==> config.mk <==
export PLATFORM = sky130hd
export DESIGN_NAME = rc4_keystream_generator_flat
export DESIGN_NICKNAME = d
export VERILOG_FILES = /design/src/rtl/rc4_pkg.sv /design/src/rtl/rc4_if.sv /design/src/rtl/rc4_keystream_generator.sv /design/src/flat_wrapper.sv
export VERILOG_INCLUDE_DIRS = /design/src /design/src/rtl
export SDC_FILE = /design/constraint.sdc
export NUM_CORES = 2
export LEC_CHECK = 0
export BUFFER_PORTS_ARGS = -buffer_cell sky130_fd_sc_hd__buf_2
export CAP_MARGIN = 20
export CORE_UTILIZATION = 57
export DETAILED_ROUTE_END_ITERATION = 10
export PLACE_DENSITY = 0.76
export SLEW_MARGIN = 15
export SYNTH_ARGS = -nofsm -noshare
export SYNTH_HDL_FRONTEND = slang
export SYNTH_SLANG_ARGS = --single-unit
export TNS_END_PERCENT = 30
==> constraint.sdc <==
create_clock -name clock -period 8.8 [get_ports clock]
set_clock_uncertainty 0.2 [all_clocks]
set_input_delay 0.88 -clock clock [delete_from_list [all_inputs] [get_ports clock]]
set_output_delay 0.88 -clock clock [all_outputs]
set_load 0.03 [all_outputs]
==> src/rtl/rc4_keystream_generator_macros.svh <==
// assertion helpers shared by the rc4 rtl
`ifndef RC4_KEYSTREAM_GENERATOR_MACROS_SVH
`define RC4_KEYSTREAM_GENERATOR_MACROS_SVH

// same-cycle implication, disabled during reset
`define RC4_ASSERT_NOW(lbl, clk, rst, ante, cons) \
   lbl: assert property (@(posedge clk) disable iff (rst) (ante) |-> (cons)) \
      else $error("rc4 check failed");

// next-cycle implication, disabled during reset
`define RC4_ASSERT_NEXT(lbl, clk, rst, ante, cons) \
   lbl: assert property (@(posedge clk) disable iff (rst) (ante) |=> (cons)) \
      else $error("rc4 check failed");

`endif

==> src/rtl/rc4_pkg.sv <==
package rc4_pkg;

   localparam int unsigned IDX_W    = 8;
   localparam int unsigned DEPTH    = 256;
   localparam int unsigned KEY_W    = 96;
   localparam int unsigned IV_W     = 32;
   localparam int unsigned SEED_W   = KEY_W + IV_W;
   localparam int unsigned CSR_AW   = 4;
   localparam int unsigned CSR_DW   = 64;

   typedef logic [IDX_W-1:0] byte_type;

   // input operation codes
   localparam logic OP_REKEY    = 1'b0;
   localparam logic OP_GENERATE = 1'b1;

   // register select, taken from address bit 3 (registers at 8-byte stride)
   localparam logic REG_KEY_LOW  = 1'b0;
   localparam logic REG_KEY_HIGH = 1'b1;

endpackage

==> src/rtl/rc4_if.sv <==
interface rc4_req_if;
   logic                       valid;
   logic                       ready;
   logic                       op;
   logic [rc4_pkg::IV_W-1:0]   iv;

   modport source (output valid, output op, output iv, input ready);
   modport sink   (input valid, input op, input iv, output ready);
endinterface

interface rc4_rsp_if;
   logic                valid;
   logic                ready;
   rc4_pkg::byte_type   keystream_byte;
   logic                not_ready;

   modport source (output valid, output keystream_byte, output not_ready, input ready);
   modport sink   (input valid, input keystream_byte, input not_ready, output ready);
endinterface

==> src/rtl/rc4_keystream_generator.sv <==
// rc4 keystream engine over one 256 x 8 table, 1 write + 1 read port, registered read
// generate beat: 4 table steps G0 to G3, G3 holding while the output register is full, then idle
// generate before the first rekey: a not_ready beat is loaded from the error state, then idle
// rekey beat: 256 fill steps, 256 schedule steps of KS0/KS1/KS2, an end write, then idle
// reset (synchronous, active high) clears keys, indices, keyed flag and the output valid flag;
// input is held off during reset, table is not cleared, every rekey rewrites the identity
`include "rc4_keystream_generator_macros.svh"

module rc4_keystream_generator (
   input  logic                          clock,
   input  logic                          reset,
   rc4_req_if.sink                       req_bus,
   rc4_rsp_if.source                     rsp_bus,
   input  logic                          csr_psel,
   input  logic                          csr_penable,
   input  logic                          csr_pwrite,
   input  logic [rc4_pkg::CSR_AW-1:0]    csr_paddr,
   input  logic [rc4_pkg::CSR_DW-1:0]    csr_pwdata,
   output logic [rc4_pkg::CSR_DW-1:0]    csr_prdata,
   output logic                          csr_pready
);

   // sequencer codes
   localparam logic [3:0] ST_IDLE = 4'd0;
   localparam logic [3:0] ST_FILL = 4'd1;  // identity sweep
   localparam logic [3:0] ST_KS0  = 4'd2;  // read s[k], retire previous s[j] write
   localparam logic [3:0] ST_KS1  = 4'd3;  // update j, read s[j]
   localparam logic [3:0] ST_KS2  = 4'd4;  // write s[k]
   localparam logic [3:0] ST_KEND = 4'd5;  // last s[j] write
   localparam logic [3:0] ST_G0   = 4'd6;  // bump i, read s[i]
   localparam logic [3:0] ST_G1   = 4'd7;  // update j, read s[j]
   localparam logic [3:0] ST_G2   = 4'd8;  // write s[i], read s[t]
   localparam logic [3:0] ST_G3   = 4'd9;  // write s[j], present byte
   localparam logic [3:0] ST_ERR  = 4'd10; // generate before any rekey

   localparam int unsigned KH_W = rc4_pkg::KEY_W - rc4_pkg::CSR_DW;

   // configuration registers
   logic [rc4_pkg::CSR_DW-1:0] key_low_ff,  key_low_in;
   logic [KH_W-1:0]            key_high_ff, key_high_in;

   // control
   logic [3:0]          state_ff, state_in;
   logic                keyed_ff, keyed_in;
   rc4_pkg::byte_type   i_ff, i_in;     // also the schedule counter k
   rc4_pkg::byte_type   j_ff, j_in;
   logic                pend_ff, pend_in; // s[j] write still owed by the schedule
   logic                fwd_ff, fwd_in;   // s[k] read collided with that write
   logic                rsp_valid_ff, rsp_valid_in;

   // datapath holding registers
   logic [rc4_pkg::SEED_W-1:0] seed_ff, seed_in;
   rc4_pkg::byte_type          sk_ff, sk_in;   // s[k] in schedule, s[i] in generate
   rc4_pkg::byte_type          sj_ff, sj_in;
   rc4_pkg::byte_type          t_ff, t_in;
   rc4_pkg::byte_type          ks_ff, ks_in;
   logic                       nr_ff, nr_in;

   // permutation table
   rc4_pkg::byte_type perm_mem [rc4_pkg::DEPTH];
   rc4_pkg::byte_type rdata_ff;
   logic              mem_we, mem_re;
   rc4_pkg::byte_type mem_waddr, mem_wdata, mem_raddr;

   logic req_beat, rekey_beat, rsp_load, csr_write;
   rc4_pkg::byte_type sk_cur, seed_byte, j_next;

   assign req_beat   = req_bus.valid && req_bus.ready;
   assign rekey_beat = req_beat && (req_bus.op == rc4_pkg::OP_REKEY);
   assign csr_write  = csr_psel && csr_penable && csr_pwrite && csr_pready;

   // ---- configuration port ----
   assign csr_pready = 1'b1;
   assign csr_prdata = (csr_paddr[3] == rc4_pkg::REG_KEY_HIGH)
                       ? {{(rc4_pkg::CSR_DW-KH_W){1'b0}}, key_high_ff} : key_low_ff;

   always_comb begin
      key_low_in  = key_low_ff;
      key_high_in = key_high_ff;
      if (csr_write) begin
         unique case (csr_paddr[3])
            rc4_pkg::REG_KEY_LOW:  key_low_in  = csr_pwdata;
            rc4_pkg::REG_KEY_HIGH: key_high_in = csr_pwdata[KH_W-1:0];
            default:               key_low_in  = key_low_ff;
         endcase
      end
   end

   // ---- handshakes ----
   assign req_bus.ready = (state_ff == ST_IDLE) && !reset;
   // output register takes a byte when empty or being drained
   assign rsp_load = ((state_ff == ST_G3) || (state_ff == ST_ERR))
                     && (!rsp_valid_ff || rsp_bus.ready);

   assign rsp_bus.valid          = rsp_valid_ff;
   assign rsp_bus.keystream_byte = ks_ff;
   assign rsp_bus.not_ready      = nr_ff;

   // schedule helpers: forwarded s[k] and the seed byte for k mod 16
   assign sk_cur    = fwd_ff ? sk_ff : rdata_ff;
   assign seed_byte = seed_ff[{i_ff[3:0], 3'b000} +: rc4_pkg::IDX_W];
   assign j_next    = (state_ff == ST_KS1) ? (j_ff + sk_cur + seed_byte) : (j_ff + rdata_ff);

   // ---- sequencer ----
   always_comb begin
      state_in     = state_ff;
      keyed_in     = keyed_ff;
      i_in         = i_ff;
      j_in         = j_ff;
      pend_in      = pend_ff;
      fwd_in       = 1'b0;
      seed_in      = seed_ff;
      sk_in        = sk_ff;
      sj_in        = sj_ff;
      t_in         = t_ff;
      ks_in        = ks_ff;
      nr_in        = nr_ff;
      mem_we       = 1'b0;
      mem_waddr    = i_ff;
      mem_wdata    = sk_ff;
      mem_re       = 1'b0;
      mem_raddr    = i_ff;
      rsp_valid_in = rsp_valid_ff && !rsp_bus.ready;

      unique case (state_ff)
         ST_IDLE: begin
            if (req_beat) begin
               if (req_bus.op == rc4_pkg::OP_REKEY) begin
                  seed_in  = {req_bus.iv, key_high_ff, key_low_ff};
                  i_in     = '0;
                  j_in     = '0;
                  state_in = ST_FILL;
               end else if (keyed_ff) begin
                  state_in = ST_G0;
               end else begin
                  state_in = ST_ERR;
               end
            end
         end
         ST_FILL: begin
            mem_we    = 1'b1;
            mem_waddr = i_ff;
            mem_wdata = i_ff;
            i_in      = i_ff + rc4_pkg::byte_type'(1);
            pend_in   = 1'b0;
            if (i_ff == '1) state_in = ST_KS0;
         end
         ST_KS0: begin
            mem_re    = 1'b1;
            mem_raddr = i_ff;
            if (pend_ff) begin
               mem_we    = 1'b1;
               mem_waddr = j_ff;
               mem_wdata = sk_ff;
               fwd_in    = (i_ff == j_ff);
            end
            state_in = ST_KS1;
         end
         ST_KS1: begin
            sk_in     = sk_cur;
            j_in      = j_next;
            mem_re    = 1'b1;
            mem_raddr = j_next;
            state_in  = ST_KS2;
         end
         ST_KS2: begin
            mem_we    = 1'b1;
            mem_waddr = i_ff;
            mem_wdata = rdata_ff;
            i_in      = i_ff + rc4_pkg::byte_type'(1);
            pend_in   = 1'b1;
            state_in  = (i_ff == '1) ? ST_KEND : ST_KS0;
         end
         ST_KEND: begin
            mem_we    = 1'b1;
            mem_waddr = j_ff;
            mem_wdata = sk_ff;
            pend_in   = 1'b0;
            j_in      = '0;
            keyed_in  = 1'b1;
            state_in  = ST_IDLE;
         end
         ST_G0: begin
            i_in      = i_ff + rc4_pkg::byte_type'(1);
            mem_re    = 1'b1;
            mem_raddr = i_ff + rc4_pkg::byte_type'(1);
            state_in  = ST_G1;
         end
         ST_G1: begin
            sk_in     = rdata_ff;
            j_in      = j_next;
            mem_re    = 1'b1;
            mem_raddr = j_next;
            state_in  = ST_G2;
         end
         ST_G2: begin
            sj_in     = rdata_ff;
            mem_we    = 1'b1;
            mem_waddr = i_ff;
            mem_wdata = rdata_ff;
            t_in      = sk_ff + rdata_ff;
            mem_re    = 1'b1;
            mem_raddr = sk_ff + rdata_ff;
            state_in  = ST_G3;
         end
         ST_G3: begin
            // rewriting s[j] while stalled is harmless
            mem_we    = 1'b1;
            mem_waddr = j_ff;
            mem_wdata = sk_ff;
            if (rsp_load) begin
               // s[t] read saw the table before the swap, patch the two swapped slots
               if (t_ff == i_ff)      ks_in = sj_ff;
               else if (t_ff == j_ff) ks_in = sk_ff;
               else                   ks_in = rdata_ff;
               nr_in        = 1'b0;
               rsp_valid_in = 1'b1;
               state_in     = ST_IDLE;
            end
         end
         ST_ERR: begin
            if (rsp_load) begin
               ks_in        = '0;
               nr_in        = 1'b1;
               rsp_valid_in = 1'b1;
               state_in     = ST_IDLE;
            end
         end
         default: begin
            state_in = ST_IDLE;
         end
      endcase
   end

   // ---- registers ----
   always_ff @(posedge clock) begin
      if (reset) begin
         state_ff     <= ST_IDLE;
         keyed_ff     <= 1'b0;
         i_ff         <= '0;
         j_ff         <= '0;
         pend_ff      <= 1'b0;
         fwd_ff       <= 1'b0;
         rsp_valid_ff <= 1'b0;
         key_low_ff   <= '0;
         key_high_ff  <= '0;
      end else begin
         state_ff     <= state_in;
         keyed_ff     <= keyed_in;
         i_ff         <= i_in;
         j_ff         <= j_in;
         pend_ff      <= pend_in;
         fwd_ff       <= fwd_in;
         rsp_valid_ff <= rsp_valid_in;
         key_low_ff   <= key_low_in;
         key_high_ff  <= key_high_in;
      end
   end

   always_ff @(posedge clock) begin
      seed_ff <= seed_in;
      sk_ff   <= sk_in;
      sj_ff   <= sj_in;
      t_ff    <= t_in;
      ks_ff   <= ks_in;
      nr_ff   <= nr_in;
   end

   // table: read returns the contents before a same-cycle write
   always_ff @(posedge clock) begin
      if (mem_we) perm_mem[mem_waddr] <= mem_wdata;
   end

   always_ff @(posedge clock) begin
      if (mem_re) rdata_ff <= perm_mem[mem_raddr];
   end

   // ---- checks ----
   // generation only ever runs on a keyed table
   `RC4_ASSERT_NOW(a_gen_keyed, clock, reset, state_ff == ST_G0, keyed_ff)
   // a rekey beat starts the identity sweep from entry zero
   `RC4_ASSERT_NEXT(a_rekey_fill, clock, reset, rekey_beat, state_ff == ST_FILL && i_ff == '0)
   // an owed schedule write is only retired right after a schedule write step
   `RC4_ASSERT_NOW(a_pend_order, clock, reset, state_ff == ST_KS0 && pend_ff, $past(state_ff) == ST_KS2)

endmodule

==> src/flat_wrapper.sv <==
// flat-port wrapper written by rule: the top's interface ports become plain ports
module rc4_keystream_generator_flat 
  (clock, reset, csr_psel, csr_penable, csr_pwrite, csr_paddr, csr_pwdata, csr_prdata, csr_pready, req_bus_valid, req_bus_op, req_bus_iv, req_bus_ready, rsp_bus_valid, rsp_bus_keystream_byte, rsp_bus_not_ready, rsp_bus_ready);
  rc4_req_if req_bus_i ();
  rc4_rsp_if rsp_bus_i ();
  input  logic clock;
  input  logic reset;
  input  logic csr_psel;
  input  logic csr_penable;
  input  logic csr_pwrite;
  input  logic [rc4_pkg::CSR_AW-1:0] csr_paddr;
  input  logic [rc4_pkg::CSR_DW-1:0] csr_pwdata;
  output logic [rc4_pkg::CSR_DW-1:0] csr_prdata;
  output logic csr_pready;
  input wire logic [$bits(req_bus_i.valid)-1:0] req_bus_valid;
  input wire logic [$bits(req_bus_i.op)-1:0] req_bus_op;
  input wire logic [$bits(req_bus_i.iv)-1:0] req_bus_iv;
  output wire logic [$bits(req_bus_i.ready)-1:0] req_bus_ready;
  output wire logic [$bits(rsp_bus_i.valid)-1:0] rsp_bus_valid;
  output wire logic [$bits(rsp_bus_i.keystream_byte)-1:0] rsp_bus_keystream_byte;
  output wire logic [$bits(rsp_bus_i.not_ready)-1:0] rsp_bus_not_ready;
  input wire logic [$bits(rsp_bus_i.ready)-1:0] rsp_bus_ready;
  assign req_bus_i.valid = req_bus_valid;
  assign req_bus_i.op = req_bus_op;
  assign req_bus_i.iv = req_bus_iv;
  assign req_bus_ready = req_bus_i.ready;
  assign rsp_bus_valid = rsp_bus_i.valid;
  assign rsp_bus_keystream_byte = rsp_bus_i.keystream_byte;
  assign rsp_bus_not_ready = rsp_bus_i.not_ready;
  assign rsp_bus_i.ready = rsp_bus_ready;
  rc4_keystream_generator u_core (.clock(clock), .reset(reset), .req_bus(req_bus_i), .rsp_bus(rsp_bus_i), .csr_psel(csr_psel), .csr_penable(csr_penable), .csr_pwrite(csr_pwrite), .csr_paddr(csr_paddr), .csr_pwdata(csr_pwdata), .csr_prdata(csr_prdata), .csr_pready(csr_pready));
endmodule
# Word level (Yosys, flattened, before mapping)
# Memory sizes are Yosys's and may differ from the RTL's. A register that Yosys moved wholly into a read port is not among the register bits.
# Index checks and enable logic that the tools add are counted.
[word_totals]
wordCells = 114
input_bits = 108
ramBits = 2048
romBits = 0
latch_bits = 0
out_inout_bits = 76
memories = 1
reg_bits = 281
[mem_list]
columns = ["memory", "words", "width", "rd", "rd_clocked_by_memory_dff", "write_ports", "line", "text"]
rows = [
  ["u_core.perm_mem", 256, 8, 1, 1, 1, "rc4_keystream_generator.sv:60", "rc4_pkg::byte_type perm_mem [rc4_pkg::DEPTH];"],
]
[classes]
bitwise = 4
n_eq_ne = 20
n_addsub = 5
n_div = 0
mux = 35
reduce_logical = 33
n_lt_le_gt_ge = 0
mul = 0
n_shift = 1
[ops]
columns = ["cell", "n"]
rows = [
  ["$shiftx A128 B8 Y8", 1],
  ["$pmux W8 S2", 5],
  ["$mux W8", 9],
  ["$mux W64", 1],
  ["$pmux W8 S3", 2],
  ["$pmux W4 S9", 1],
  ["$add A8 B8 Y8", 4],
  ["$eq A8 B8 Y1", 3],
  ["$mux W4", 5],
  ["$eq A4 B3 Y1 const B", 4],
  ["$reduce_and A3 Y1", 5],
  ["$eq A4 B4 Y1 const B", 3],
  ["$ne A2 B1 Y1 const B", 5],
  ["$reduce_or A2 Y1", 5],
  ["$reduce_or A5 Y1", 2],
  ["$add A8 B1 Y8 const B", 1],
  ["$eq A4 B2 Y1 const B", 2],
  ["$eq A8 B8 Y1 const B", 1],
  ["$mux W1", 8],
  ["$reduce_bool A2 Y1", 4],
  ["$logic_and A1 B1 Y1", 6],
  ["$pmux W1 S2", 3],
  ["$reduce_or A3 Y1", 2],
  ["$eq A4 B1 Y1 const B", 1],
  ["other kinds (8)", 15],
]

# Logic depth before layout (Yosys ltp)
[logic_depth]
depth_word = 5
mapped_depth = 24
mapped_depth_nobuf = 17

# Least setup slack after synthesis
# OpenSTA, ideal clock, no wires.
[synth_path]
path_kind = "input -> register"
from = "input port reset"
to = "register u_core.j_ff[2]"
path_stages = 6
setup_ns = 0.115
t_arrival_ns = 9.024
slack_ns = -0.539
n_path_buf = 0
t_required_ns = 8.485
cell_sequence = "nor4_1 > nand2_1 > nor2_1 > a31oi_1 > and2_1 > o21ba_2"
[synth_via]
elab_chain_len = 5
[synth_rtl]
columns = ["item", "line", "text"]
rows = [
  ["from (decl)", "flat_wrapper.sv:7", "input logic reset;"],
  ["$logic_not A1 Y1", "rc4_keystream_generator.sv:90", "assign req_bus.ready = (state_ff == ST_IDLE) && !reset;"],
  ["$logic_and A1 B1 Y1", "rc4_keystream_generator.sv:90", ""],
  ["$logic_and A1 B1 Y1", "rc4_keystream_generator.sv:68", "assign req_beat = req_bus.valid && req_bus.ready;"],
  ["$ne A2 B1 Y1 (no source line)", "--", ""],
  ["$reduce_and A3 Y1 (no source line)", "--", ""],
  ["to (signal assigned)", "rc4_keystream_generator.sv:251", "j_ff <= j_in;"],
  ["to (decl)", "rc4_keystream_generator.sv:46", "rc4_pkg::byte_type j_ff, j_in;"],
]
# Several ways; a longest one is shown, not always the timed one.
# A chain may end at the register's enable or synchronous reset.

# Worst setup path in the final report
[layout_path]
from = "register u_core.i_ff[0]"
to = "register u_core.rdata_ff[6] (read register of u_core.perm_mem), data pin"
[layout_via]
elab_chain_len = 4
elab_cells_between_ends = 5
cone_classes = "add/sub: 2; shift: 1; mux: 2"
[layout_rtl]
columns = ["item", "line", "text"]
rows = [
  ["from (decl)", "rc4_keystream_generator.sv:45", "rc4_pkg::byte_type i_ff, i_in;"],
  ["from (signal assigned)", "rc4_keystream_generator.sv:250", "i_ff <= i_in;"],
  ["$shiftx A128 B8 Y8", "rc4_keystream_generator.sv:101", "assign seed_byte = seed_ff[{i_ff[3:0], 3'b000} +: rc4_pkg::IDX_W];"],
  ["$add A8 B8 Y8", "rc4_keystream_generator.sv:102", "assign j_next = (state_ff == ST_KS1) ? (j_ff + sk_cur + seed_byte) : (j_ff + rdata_ff);"],
  ["$mux W8", "rc4_keystream_generator.sv:102", ""],
  ["$pmux W8 S3 *", "rc4_keystream_generator.sv:125", "unique case (state_ff)"],
  ["to (decl)", "rc4_keystream_generator.sv:61", "rc4_pkg::byte_type rdata_ff;"],
]
# Mark *: on every way between the ends. The rest lies on a longest branch, timed or not.

==> impl_metrics.csv <==
group,metric,value,unit
yosys,synth.cell_area,0.0966,mm2
sta,max-slew-margin-rel,16.6,%
critical_path,end_kind,"flop",
yosys,synthAdderAreaFrac,0.492,%
cells_and_area,syn2layout_area_growth,11.5,%
clock_network,clock_latency,880,ps
yosys,ys_ff_latch,2337,
pwr,cellPowerDensity,265,mW/mm2
global_routing,grt_util_all_layers,32.9,%
yosys,synth-compound-area-share,7.61,%
pwr,cell_internal_pwr,0.0197,W
cells_and_area,final_nets,7672,
floorplan,pin_count,184,
critical_path,startpoint_type,"flop",
critical_path,crit_chain,"buf_4, mux4_2, mux4_2, fa_1, fa_1, xor2_1, o21ai_0, nor3_1, a211oi_4, nor3_2, nand2_1, o22ai_1, a311oi_1, o2bb2ai_1, or3_1",
sta,fin_setup_tns,0,ps
clock_network,cts_hold_buf,42,
yosys,synth_xor_area_share,0.399,%
cells_and_area,fillers,11500,
sta,max_freq,121,MHz
drt,vias,66600,
hold_path,hold_class,"in -> reg",
yosys,synth_top_family_by_area,"simple AND/OR/NAND/NOR gates",
sta,worst_slack,554,ps
clock_network,cts_sinks,2337,
pwr,clockPowerShare,33.2,%
yosys,synth_largest_area_cell,"edfxtp_1",
sta,worst_pin_slew,1250,ps
pwr,p_sw,0.00879,W
yosys,synth_seq_area_share,71.4,%
yosys,synth-main-ff-cell,"edfxtp_1",
sta,grt_setup_unrepaired,"false",
floorplan,fp-row-count,150,
yosys,synth_cell_types,94,
global_routing,grt_remaining_overflow,0,
place,dp_hpwl,166000,um
run,drv_cap,0,
yosys,synth-warning-count,0,
floorplan,start_util,57.6,%
clock_network,post-cts-setup-buffers,0,
critical_path,arrival,8800,ps
drt,postRouteAntennaNets,0,
pwr,peakVddDrop,0.217,mV
yosys,syn-num-nets,7576,
pwr,sw_frac_of_total,30.8,%
sta,layout_min_cycle_time,8250,ps
critical_path,cp.depth,15,
sta,slew_viol_final,0,
yosys,synth_top_cell_area_share,68.9,%
place,place_ws,1060,ps
critical_path,cp_slowest_stage_delay,830,ps
critical_path,reg2reg_depth,15,
clock_network,root_buffer,"clkbuf_16",
critical_path,rr_endpoint,"u_core.rdata_ff[6]$_DFFE_PP_",
drt,drt_pass1_iterations,8,
status,status,"completed",
place,gp_congestion,1.02,
critical_path,cpLargestDelayFamily,"simple AND/OR/NAND/NOR gates",
global_routing,grt_max_degree,221,
place,port-buffer-count,179,
floorplan,die_w,414,um
clock_network,path_clk_slew,60,ps
clock_network,numCtsBuffers,221,
pwr,p_comb_share,21.4,%
drt,wire_per_inst,28.7,um
floorplan,die_h,414,um
sta,setup_viol,0,
sta,fin_crit_sh,93.7,%
clock_network,htree_levels,4,
clock_network,cts.repair.resized,0,
clock_network,cts_tree,"built",
critical_path,crit_fanout,20,
critical_path,critPathBufInv,1,
hold_path,min_path_cells,3,
pwr,pwr-share-seq,45.3,%
global_routing,antenna_found_initial,17,
yosys,avgSynthCellArea,13.0,um2
floorplan,core,0.168,mm2
critical_path,cp-endpoint,"u_core.rdata_ff[6]$_DFFE_PP_",
yosys,synth-simple-area-share,13.9,%
drt,route.detailed.drc,0,
global_routing,grt_pass1_vias,63000,
critical_path,ff2ff_setup_slack,550,ps
drt,wl,285000,um
critical_path,r2r_start,"u_core.i_ff[0]$_SDFFE_PP0P_",
critical_path,critical_path_class,"reg -> reg",
pwr,power_leakage,36.0,nW
drt,drt-vias-per-instance,6.71,
critical_path,critPathLaunch,"u_core.i_ff[0]$_SDFFE_PP0P_",
global_routing,grt_pass1_wl,412000,um
yosys,synth.area.mux_share,3.14,%
yosys,netlist_instances,7436,
drt,detail_route.iter0.violations,10800,
critical_path,slowest_stage,"dfxtp_2",
yosys,synth-async-reset-ratio,0,%
clock_network,cts_buffer_depth,3,
critical_path,cp.required,9350,ps
sta,finalHoldViolCount,0,
floorplan,design.die.area,0.171,mm2
yosys,synth_edf_count,2217,
cells_and_area,drive_gt1_share,11.9,%
yosys,synth_area_leaders,"edfxtp_1 (69%), nand2_1 (7.1%), nand3_1 (3.7%)",
==> worst min path at each step <==
stage                                                    end  slack, ps                                 from
after floorplan                 u_core.seed_ff[32]$_DFFE_PP_        220   u_core.key_low_ff[32]$_SDFFE_PP0P_
after global placement          u_core.seed_ff[88]$_DFFE_PP_        230  u_core.key_high_ff[24]$_SDFFE_PP0P_
after detailed placement        u_core.seed_ff[77]$_DFFE_PP_        240  u_core.key_high_ff[13]$_SDFFE_PP0P_
after CTS                 u_core.key_low_ff[45]$_SDFFE_PP0P_        0.8                       csr_pwdata[45]
after global routing      u_core.key_low_ff[35]$_SDFFE_PP0P_         20                       csr_pwdata[35]
final                     u_core.key_high_ff[4]$_SDFFE_PP0P_         50                        csr_pwdata[4]
==> worst reg2reg max path, stage by stage (launching register included) <==
cell       delay (ps)
dfxtp_2           830
buf_4             420
mux4_2            570
mux4_2            520
fa_1              530
fa_1              450
xor2_1            230
o21ai_0           110
nor3_1            690
a211oi_4          200
nor3_2            780
nand2_1           800
o22ai_1           790
a311oi_1          220
o2bb2ai_1         580
or3_1             210
==> Yosys cell counts (22+ instances only) <==
cell       number
buf_1          79
nor3_1         57
mux2i_1        43
mux4_2         91
mux2_2         49
a2111oi_0      91
a311oi_1      160
a211oi_1      140
clkbuf_1      226
inv_1         118
buf_2         219
and3_1         59
nand2_1      1839
o21ai_0        47
a31oi_1       157
nor2b_1        37
xnor2_1        26
dfxtp_1       120
nand3_1       720
nand4_1        28
a21oi_1       202
o22ai_1        49
ha_1           22
nor2_1        299
edfxtp_1     2217
==> flip-flops by register name, indices dropped and copies added, names as in the netlist, 32 cells and up <==
register and cells:
u_core.seed_ff 128, u_core.perm_mem 2048, u_core.key_low_ff 64, u_core.key_high_ff 32
==> cell families after synthesis <==
| group | after synthesis |
|---|---|
| simple gates | 3141 |
| mux | 183 |
| flops | 2337 |
| other cells | 1 |
| buf+inv | 670 |
| compound gates | 1028 |
| fa+ha+maj | 32 |
| xor+xnor | 44 |
==> final cells by class <==
cell class,instances,area (um2),share of cell area [%]
clock inverter,118,1240,1.15
inverter,120,455,0.423
multi-input combinational,4429,24900,23.2
sequential,2337,69000,64.1
clock buffer,289,5900,5.48
antenna,12,30.0,0.0279
tap,2204,2760,2.56
timing repair buffer,423,3370,3.13
==> cells in the final DEF, fill, tap and decap left out, drive strengths merged, types with 18 or more instances in the layout <==
cell type | synthesis | layout
edfxtp | 2217 | 2217
nand2 | 1840 | 1840
nand3 | 720 | 720
buf | 323 | 380
nor2 | 300 | 300
clkbuf | 227 | 290
a21oi | 204 | 204
a311oi | 160 | 160
a31oi | 157 | 157
a211oi | 142 | 142
inv | 120 | 127
dfxtp | 120 | 120
a2111oi | 98 | 98
mux4 | 91 | 91
clkinv | 0 | 88
and3 | 59 | 59
nor3 | 59 | 59
o21ai | 59 | 59
o22ai | 50 | 50
mux2 | 49 | 49
mux2i | 43 | 43
dlygate4sd3 | 0 | 42
nor2b | 37 | 37
nand4 | 28 | 28
xnor2 | 26 | 26
ha | 22 | 22
a22oi | 21 | 21
or3 | 20 | 20
bufinv | 0 | 19
xor2 | 18 | 18
o211ai | 18 | 18
==> metal layers <==
metal / track usage, % / vias up / routed length, um
li1: - / 27900 / -
met1: 44.0 / 32400 / 101000
met2: 49.0 / 5273 / 127000
met3: 10.0 / 986 / 40500
met4: 16.9 / 12 / 16800
met5: 0 / - / 87
==> power by group through the flow <==
| stage | Clock [W] | Combinational [W] | Sequential [W] |
|---|---|---|---|
| 3_5_place_dp | 0 | 0.00578 | 0.0132 |
| 3_3_place_gp | 0 | 0.00563 | 0.0132 |
| 6_report | 0.00948 | 0.00611 | 0.0129 |
| 4_1_cts | 0.00947 | 0.00585 | 0.0129 |
| 5_1_grt | 0.00989 | 0.00635 | 0.0129 |
| 2_1_floorplan | 0 | 0.00356 | 0.0133 |
==> metrics by stage <==
stage | hold WS, ps | instances | total power (W) | instance area (um2) | utilization [%]
floorplan | 222 | 7436 | 0.0169 | 96600 | -
global placement | 230 | 9464 | 0.0188 | 99900 | 59.6
detailed placement | 237 | 9468 | 0.0189 | 100000 | 59.6
CTS | 0.762 | 9917 | 0.0282 | 108000 | 64.1
global route | 22.8 | 9925 | 0.0292 | 108000 | 64.2
finish | 47.1 | 9932 | 0.0285 | 108000 | 64.2
Power figures use the tool's default switching activity.
